[src/rtl/utv_pkg.sv]
`timescale 1ns / 1ps
// ----------------------------------------------------------------------------
// utv_pkg
// Beat types, parsing state and calendar helpers shared by the UTC timestamp
// validator and its field checker.
// ----------------------------------------------------------------------------
package utv_pkg;

  localparam int unsigned PosWidth = 5;
  localparam int unsigned FieldWidth = 7;

  localparam logic [PosWidth-1:0] PosMax = 5'd31;
  // Index of the final character for each accepted form
  localparam logic [PosWidth-1:0] DateLastPos = 5'd9;
  localparam logic [PosWidth-1:0] SecondsLastPos = 5'd19;
  localparam logic [PosWidth-1:0] NanosLastPos = 5'd29;

  localparam logic [7:0] CharZero = 8'h30;
  localparam logic [7:0] CharNine = 8'h39;
  localparam logic [7:0] CharDash = 8'h2D;
  localparam logic [7:0] CharColon = 8'h3A;
  localparam logic [7:0] CharDot = 8'h2E;
  localparam logic [7:0] CharT = 8'h54;
  localparam logic [7:0] CharZ = 8'h5A;

  localparam logic [FieldWidth-1:0] MonthMax = 7'd12;
  localparam logic [FieldWidth-1:0] HourMax = 7'd23;
  localparam logic [FieldWidth-1:0] MinSecMax = 7'd59;
  localparam logic [4:0] LeapFebDays = 5'd29;

  typedef struct packed {
    logic [7:0] char_code;
    logic       last;
  } char_beat_t;

  typedef struct packed {
    logic date_valid;
    logic seconds_valid;
    logic nanos_valid;
  } flag_beat_t;

  // Parsing state; the year is held as its upper and lower two-digit halves
  typedef struct packed {
    logic [FieldWidth-1:0] year_hi;
    logic [FieldWidth-1:0] year_lo;
    logic [FieldWidth-1:0] month;
    logic [FieldWidth-1:0] day;
    logic [FieldWidth-1:0] hour;
    logic [FieldWidth-1:0] minute;
    logic [FieldWidth-1:0] second;
    logic                  date_shape_ok;
    logic                  time_shape_ok;
    logic                  zulu_at_nineteen;
    logic                  dot_at_nineteen;
    logic                  fraction_ok;
    logic                  zulu_at_end;
  } fields_t;

  localparam fields_t FieldsReset = '{
    year_hi: '0, year_lo: '0, month: '0, day: '0,
    hour: '0, minute: '0, second: '0,
    date_shape_ok: 1'b1, time_shape_ok: 1'b1,
    zulu_at_nineteen: 1'b0, dot_at_nineteen: 1'b0,
    fraction_ok: 1'b1, zulu_at_end: 1'b0
  };

  // acc * 10 + d, kept to the field width
  function automatic logic [FieldWidth-1:0] push_digit(
    input logic [FieldWidth-1:0] acc,
    input logic [3:0]            d
  );
    logic [FieldWidth-1:0] sum;
    sum = {acc[FieldWidth-4:0], 3'b000} + {acc[FieldWidth-2:0], 1'b0}
        + {{(FieldWidth-4){1'b0}}, d};
    return sum;
  endfunction

  function automatic logic [4:0] days_in_month(
    input logic [FieldWidth-1:0] month,
    input logic                  leap
  );
    logic [4:0] days;
    unique case (month)
      7'd1, 7'd3, 7'd5, 7'd7, 7'd8, 7'd10, 7'd12: days = 5'd31;
      7'd4, 7'd6, 7'd9, 7'd11:                    days = 5'd30;
      7'd2:    days = leap ? LeapFebDays : 5'd28;
      default: days = 5'd0;
    endcase
    return days;
  endfunction

endpackage

[src/rtl/utv_field_check.sv]
`timescale 1ns / 1ps
// ----------------------------------------------------------------------------
// utv_field_check
// Range checks on the parsed fields and length selection for the three
// accepted timestamp forms.
// ----------------------------------------------------------------------------
module utv_field_check (
  input  utv_pkg::fields_t                  fields,
  input  logic [utv_pkg::PosWidth-1:0]      last_pos,
  output utv_pkg::flag_beat_t               flags
);
  import utv_pkg::*;

  logic       leap;
  logic       year_nonzero;
  logic [4:0] day_limit;
  logic       date_ok;
  logic       prefix_ok;

  // Year halves are two decimal digits each, so divisibility by 4, 100 and
  // 400 reduces to checks on the halves.
  assign year_nonzero = (fields.year_hi != '0) || (fields.year_lo != '0);
  assign leap = (fields.year_lo[1:0] == 2'b00) &&
                ((fields.year_lo != '0) || (fields.year_hi[1:0] == 2'b00));
  assign day_limit = days_in_month(fields.month, leap);

  assign date_ok = fields.date_shape_ok && year_nonzero &&
                   (fields.month != '0) && (fields.month <= MonthMax) &&
                   (fields.day != '0) &&
                   (fields.day <= {{(FieldWidth-5){1'b0}}, day_limit});

  assign prefix_ok = date_ok && fields.time_shape_ok &&
                     (fields.hour <= HourMax) && (fields.minute <= MinSecMax) &&
                     (fields.second <= MinSecMax);

  assign flags.date_valid    = (last_pos == DateLastPos) && date_ok;
  assign flags.seconds_valid = (last_pos == SecondsLastPos) && prefix_ok &&
                               fields.zulu_at_nineteen;
  assign flags.nanos_valid   = (last_pos == NanosLastPos) && prefix_ok &&
                               fields.dot_at_nineteen && fields.fraction_ok &&
                               fields.zulu_at_end;

endmodule

[src/rtl/utc_timestamp_validator.sv]
`timescale 1ns / 1ps
// ----------------------------------------------------------------------------
// utc_timestamp_validator
// Character-serial checker for YYYY-MM-DD, YYYY-MM-DDTHH:MM:SSZ and
// YYYY-MM-DDTHH:MM:SS.nnnnnnnnnZ; one flag beat per string, on its last char.
// ----------------------------------------------------------------------------
//
//   channel | direction | handshake              | payload
//   --------+-----------+------------------------+-------------------------
//   char    | in        | char_valid / char_stall | char_data (char_beat_t)
//   flag    | out       | flag_valid / flag_stall | flag_data (flag_beat_t)
//
// One character beat per cycle while char_stall is low. A beat waits in the
// input register, where the parse logic folds it into the field state; a last
// character writes its flags into the output register, so each result is held
// in the input and then the output register. rst (synchronous) clears the parse
// state and both valid bits. A stalled flag beat only holds back a last
// character; other characters keep flowing while a result waits.
module utc_timestamp_validator (
  input  logic                 clk,
  input  logic                 rst,
  input  logic                 char_valid,
  output logic                 char_stall,
  input  utv_pkg::char_beat_t  char_data,
  output logic                 flag_valid,
  input  logic                 flag_stall,
  output utv_pkg::flag_beat_t  flag_data
);
  import utv_pkg::*;

  // Input register
  logic                s1_valid;
  logic [7:0]          s1_char;
  logic                s1_last;

  // Parse state
  logic [PosWidth-1:0] position;
  fields_t             fields;
  fields_t             fields_next;

  logic                advance;
  logic                accept;
  logic                is_digit;
  logic [3:0]          digit;
  flag_beat_t          flags;

  // A last character needs room in the output register; others never wait.
  assign advance    = s1_valid && (!s1_last || !flag_valid || !flag_stall);
  assign char_stall = s1_valid && !advance;
  assign accept     = char_valid && !char_stall;

  assign is_digit = (s1_char >= CharZero) && (s1_char <= CharNine);
  assign digit    = s1_char[3:0];

  // Fold the current character into the field state by its position.
  // Non-digits in digit slots clear the shape or fraction flag, leave the field.
  always_comb begin
    fields_next = fields;
    unique case (position)
      5'd0, 5'd1: begin
        if (is_digit) fields_next.year_hi = push_digit(fields.year_hi, digit);
        else fields_next.date_shape_ok = 1'b0;
      end
      5'd2, 5'd3: begin
        if (is_digit) fields_next.year_lo = push_digit(fields.year_lo, digit);
        else fields_next.date_shape_ok = 1'b0;
      end
      5'd4, 5'd7: begin
        if (s1_char != CharDash) fields_next.date_shape_ok = 1'b0;
      end
      5'd5, 5'd6: begin
        if (is_digit) fields_next.month = push_digit(fields.month, digit);
        else fields_next.date_shape_ok = 1'b0;
      end
      5'd8, 5'd9: begin
        if (is_digit) fields_next.day = push_digit(fields.day, digit);
        else fields_next.date_shape_ok = 1'b0;
      end
      5'd10: begin
        if (s1_char != CharT) fields_next.time_shape_ok = 1'b0;
      end
      5'd11, 5'd12: begin
        if (is_digit) fields_next.hour = push_digit(fields.hour, digit);
        else fields_next.time_shape_ok = 1'b0;
      end
      5'd13, 5'd16: begin
        if (s1_char != CharColon) fields_next.time_shape_ok = 1'b0;
      end
      5'd14, 5'd15: begin
        if (is_digit) fields_next.minute = push_digit(fields.minute, digit);
        else fields_next.time_shape_ok = 1'b0;
      end
      5'd17, 5'd18: begin
        if (is_digit) fields_next.second = push_digit(fields.second, digit);
        else fields_next.time_shape_ok = 1'b0;
      end
      5'd19: begin
        fields_next.zulu_at_nineteen = (s1_char == CharZ);
        fields_next.dot_at_nineteen  = (s1_char == CharDot);
      end
      5'd20, 5'd21, 5'd22, 5'd23, 5'd24, 5'd25, 5'd26, 5'd27, 5'd28: begin
        if (!is_digit) fields_next.fraction_ok = 1'b0;
      end
      5'd29: begin
        fields_next.zulu_at_end = (s1_char == CharZ);
      end
      default: begin
        // past the longest form: touch nothing
      end
    endcase
  end

  // Checks run on the state that includes the last character itself.
  utv_field_check u_check (
    .fields   (fields_next),
    .last_pos (position),
    .flags    (flags)
  );

  // Input register: load on accept, drop once the beat has been folded in
  always_ff @(posedge clk) begin
    if (rst) begin
      s1_valid <= 1'b0;
    end else if (accept) begin
      s1_valid <= 1'b1;
    end else if (advance) begin
      s1_valid <= 1'b0;
    end
  end

  always_ff @(posedge clk) begin
    if (accept) begin
      s1_char <= char_data.char_code;
      s1_last <= char_data.last;
    end
  end

  // Parse state: advance per character, return to reset after a last one
  always_ff @(posedge clk) begin
    if (rst) begin
      position <= '0;
      fields   <= FieldsReset;
    end else if (advance) begin
      if (s1_last) begin
        position <= '0;
        fields   <= FieldsReset;
      end else begin
        if (position != PosMax) position <= position + 1'b1;
        fields <= fields_next;
      end
    end
  end

  // Output register: hold a result until it is taken
  always_ff @(posedge clk) begin
    if (rst) begin
      flag_valid <= 1'b0;
    end else if (advance && s1_last) begin
      flag_valid <= 1'b1;
    end else if (!flag_stall) begin
      flag_valid <= 1'b0;
    end
  end

  always_ff @(posedge clk) begin
    if (advance && s1_last) begin
      flag_data <= flags;
    end
  end

endmodule
[config.mk]
export PLATFORM = sky130hd
export DESIGN_NAME = utc_timestamp_validator
export DESIGN_NICKNAME = d
export VERILOG_FILES = /design/src/rtl/utv_pkg.sv /design/src/rtl/utv_field_check.sv /design/src/rtl/utc_timestamp_validator.sv
export SDC_FILE = /design/constraint.sdc
export NUM_CORES = 1
export LEC_CHECK = 0
export BUFFER_PORTS_ARGS = -buffer_cell sky130_fd_sc_hd__buf_2
export CORE_ASPECT_RATIO = 1.1
export CORE_MARGIN = 2
export CORE_UTILIZATION = 62
export DETAILED_ROUTE_END_ITERATION = 12
export PLACE_DENSITY = 0.84
export SLEW_MARGIN = 10
export SYNTH_ARGS = -nofsm -noshare
export SYNTH_HDL_FRONTEND = slang
export SYNTH_SLANG_ARGS = --single-unit
[constraint.sdc]
create_clock -name clk -period 5.15 [get_ports clk]
set_input_delay 1.03 -clock clk [delete_from_list [all_inputs] [get_ports clk]]
set_output_delay 1.03 -clock clk [all_outputs]
set_load 0.05 [all_outputs]
==> results.yml <==
run_status:
  status: "complete, no violations"
power_and_ir_drop:
  ir_drop_mv: 0.1632
  leakagePower_nw: 2.465
  total_power_mw: 1.079
  cellPowerDensity_nw_per_um2: 193.2
synthesis:
  synthMuxAreaShare_pct: 2.461
  netlist_instances: 596
  synth_fp_nets: 690
  ys_seq_area_share_pct: 29.53
  synth_edf_count: 12
  synthArstFlopShare_pct: 0
  ys_types: 72
  ys_seq_elements: 72
  avgSynthCellArea_um2: 8.872
  ys.warnings.count: 0
  synthXorXnorAreaFrac_pct: 5.797
  syn-cell-area_um2: 5288
  synth_compound_area_share_pct: 19.14
  yosys_most_used_dff: "dfxtp_1"
  synth_simple_gate_area_share_pct: 16.54
  synth_fa_ha_area_share_pct: 21.15
  synth_top_family_by_area: "adder cells"
final_layout:
  syn2layout_area_growth_pct: 5.608
  fin_area_um2: 5584
  final_common_cell: "nor2_1"
  final_cell_mix: "77 x nor2_1, 67 x ha_1, 60 x dfxtp_1"
  final-instance-count-excl-fill: 715
  fillers: 676
  num_antenna_cells: 0
  layout.nets: 693
  layout-drive-gt1-share_pct: 8.775
  post-route-util_pct: 67.11
placement:
  dp.cells: 699
  gp_congestion: 0.9782
  hpwlAfterDp_mm: 9.071
  io_buffers: 17
  pre_cts_ws_ps: 553.3
  place_area_um2: 5411
sta:
  setup_ws_ps: 420.4
  holdWs_ps: 476.2
  skew_ps: 8.028
  drv_slew: 0
  setup_viol: 0
  fin_crit_ps: 4730
  timing.fmax_mhz: 211.4
  tns_ps: 0
  tightest_slew_ps: 980.7
  fin_crit_sh_pct: 91.84
  slew_headroom_pct: 34.62
  rsz0062_at_grt: "false"
  hold_viol: 0
drt:
  wl_per_cell_um: 17.23
  drc_errors: 0
  num_vias: 4511
  wl_mm: 12.32
  first_pass_iters: 8
  ant_nets: 0
  via_per_inst: 6.309
  first_iter_violations: 324
floorplan:
  io_pins: 18
  die_area_um2: 9284
  initial_core_util_pct: 63.55
  num_rows: 35
  coreArea_um2: 8320
  die_y_um: 100.9
  die_w_um: 92.05
clocking:
  worstSkewPairLatency_ps: 350
  root_buffer: "clkbuf_8"
  holdBufCountCts: 0
  cts_tree: "built"
  cts_buffers: 9
  cts.clk_slew.worst_paths_ps: 80
  post-cts-setup-buffers: 0
  htree_num_levels: 3
  clk_path_buf_depth: 2
  cts.sinks: 72
  post_cts_resized: 0
global_routing:
  grt_use_total_pct: 28.56
  grt_first_pass_wirelength_mm: 21.14
  grt-ovfl-total: 0
  grt_pass1_vias: 4642
  antenna_found_initial: 0
  grt_max_degree: 52
worst_setup_path:
  critical_path_required_ps: 5310
  worstSetupPathType: "reg2reg"
  cp.arrival_ps: 4890
  critPathCaptureType: "register"
  crit_fanout: 11
  cp-start-kind: "register"
worst_hold_path:
  hold_path.class: "reg2reg"
run:
  drv_cap: 0
## cell type report
cell class                 instances  area [um2]  area share [%]
inverter                          41       153.9           2.756
clock inverter                     5       31.28          0.5602
timing repair buffer              21       115.1           2.061
sequential                        72        1562           27.96
tap                              111       138.9           2.487
multi-input combinational        454        3442           61.64
clock buffer                      11       141.4           2.532
## final timing paths
| kind | start | to | slack, ps | cells after the start |
|---|---|---|---|---|
| worst min register to register | fields[1]$_SDFFE_PP1P_ | fields[1]$_SDFFE_PP1P_ | 480 | 1 |
| worst max-delay path | s1_char[2]$_DFFE_PP_ | flag_data[1]$_DFFE_PP_ | 420 | 18 |
| worst min-delay path | fields[1]$_SDFFE_PP1P_ | fields[1]$_SDFFE_PP1P_ | 480 | 1 |
| worst max register to register | s1_char[2]$_DFFE_PP_ | flag_data[1]$_DFFE_PP_ | 420 | 18 |
## layer usage
metal  GRT usage [%]  part of all wire, %  vias up
met4           14.24                  3.7        0
met3           7.105                  5.6       42
met2           50.11                   51      150
met5               0                    0        -
met1           32.46                   40     2162
li1                -                    -     2157
## sequential cells by signal, summed over array words and instances, names as in the netlist
name        flops
flag_valid      1
flag_data       3
s1_valid        1
position        5
fields         53
s1_last         1
s1_char         8
## critical path: stages (launching register included)
cell	delay [ps]
edfxtp_1	410
buf_4	220
ha_1	310
ha_1	230
fa_1	420
a21o_1	200
a21oi_1	180
xnor2_1	160
nand2_1	90
o31ai_2	320
nand4_1	340
ha_1	400
o21ai_0	200
a21oi_1	60
nor3_1	120
o21ai_0	90
a211oi_1	280
o311ai_2	200
nor4_1	310
## synth_stat cells, types with 7 or more instances
library cell | n | area share (%)
nor2_1 | 77 | 5.5
fa_1 | 14 | 5.3
xor2_1 | 7 | 1.2
a21o_1 | 13 | 1.8
nand4_1 | 9 | 1.1
edfxtp_1 | 12 | 6.8
nand2_1 | 24 | 1.7
clkbuf_1 | 19 | 1.3
nor3_1 | 18 | 1.7
mux2i_1 | 7 | 1.3
a22oi_1 | 33 | 4.7
dfxtp_1 | 60 | 23
inv_1 | 41 | 2.9
a21oi_1 | 42 | 4.0
buf_2 | 7 | 0.66
o21ai_0 | 21 | 2.0
xnor2_1 | 28 | 4.6
ha_1 | 67 | 16
## cell families after synthesis
logic type / count (synthesis)
AO/OA/AOI/OAI: 151
XOR/XNOR: 35
adder cells (fa/ha/maj): 81
buffers and inverters: 70
flip-flops: 72
multiplexers: 12
AND/OR/NAND/NOR: 175
## report_power, final
group | internal (mW) | total [mW] | switching (mW)
sequential | 0.578 | 0.585 | 0.00711
clock | 0.187 | 0.406 | 0.219
combinational | 0.0264 | 0.0873 | 0.0610
Note: power is estimated with default switching activity, not from simulation.
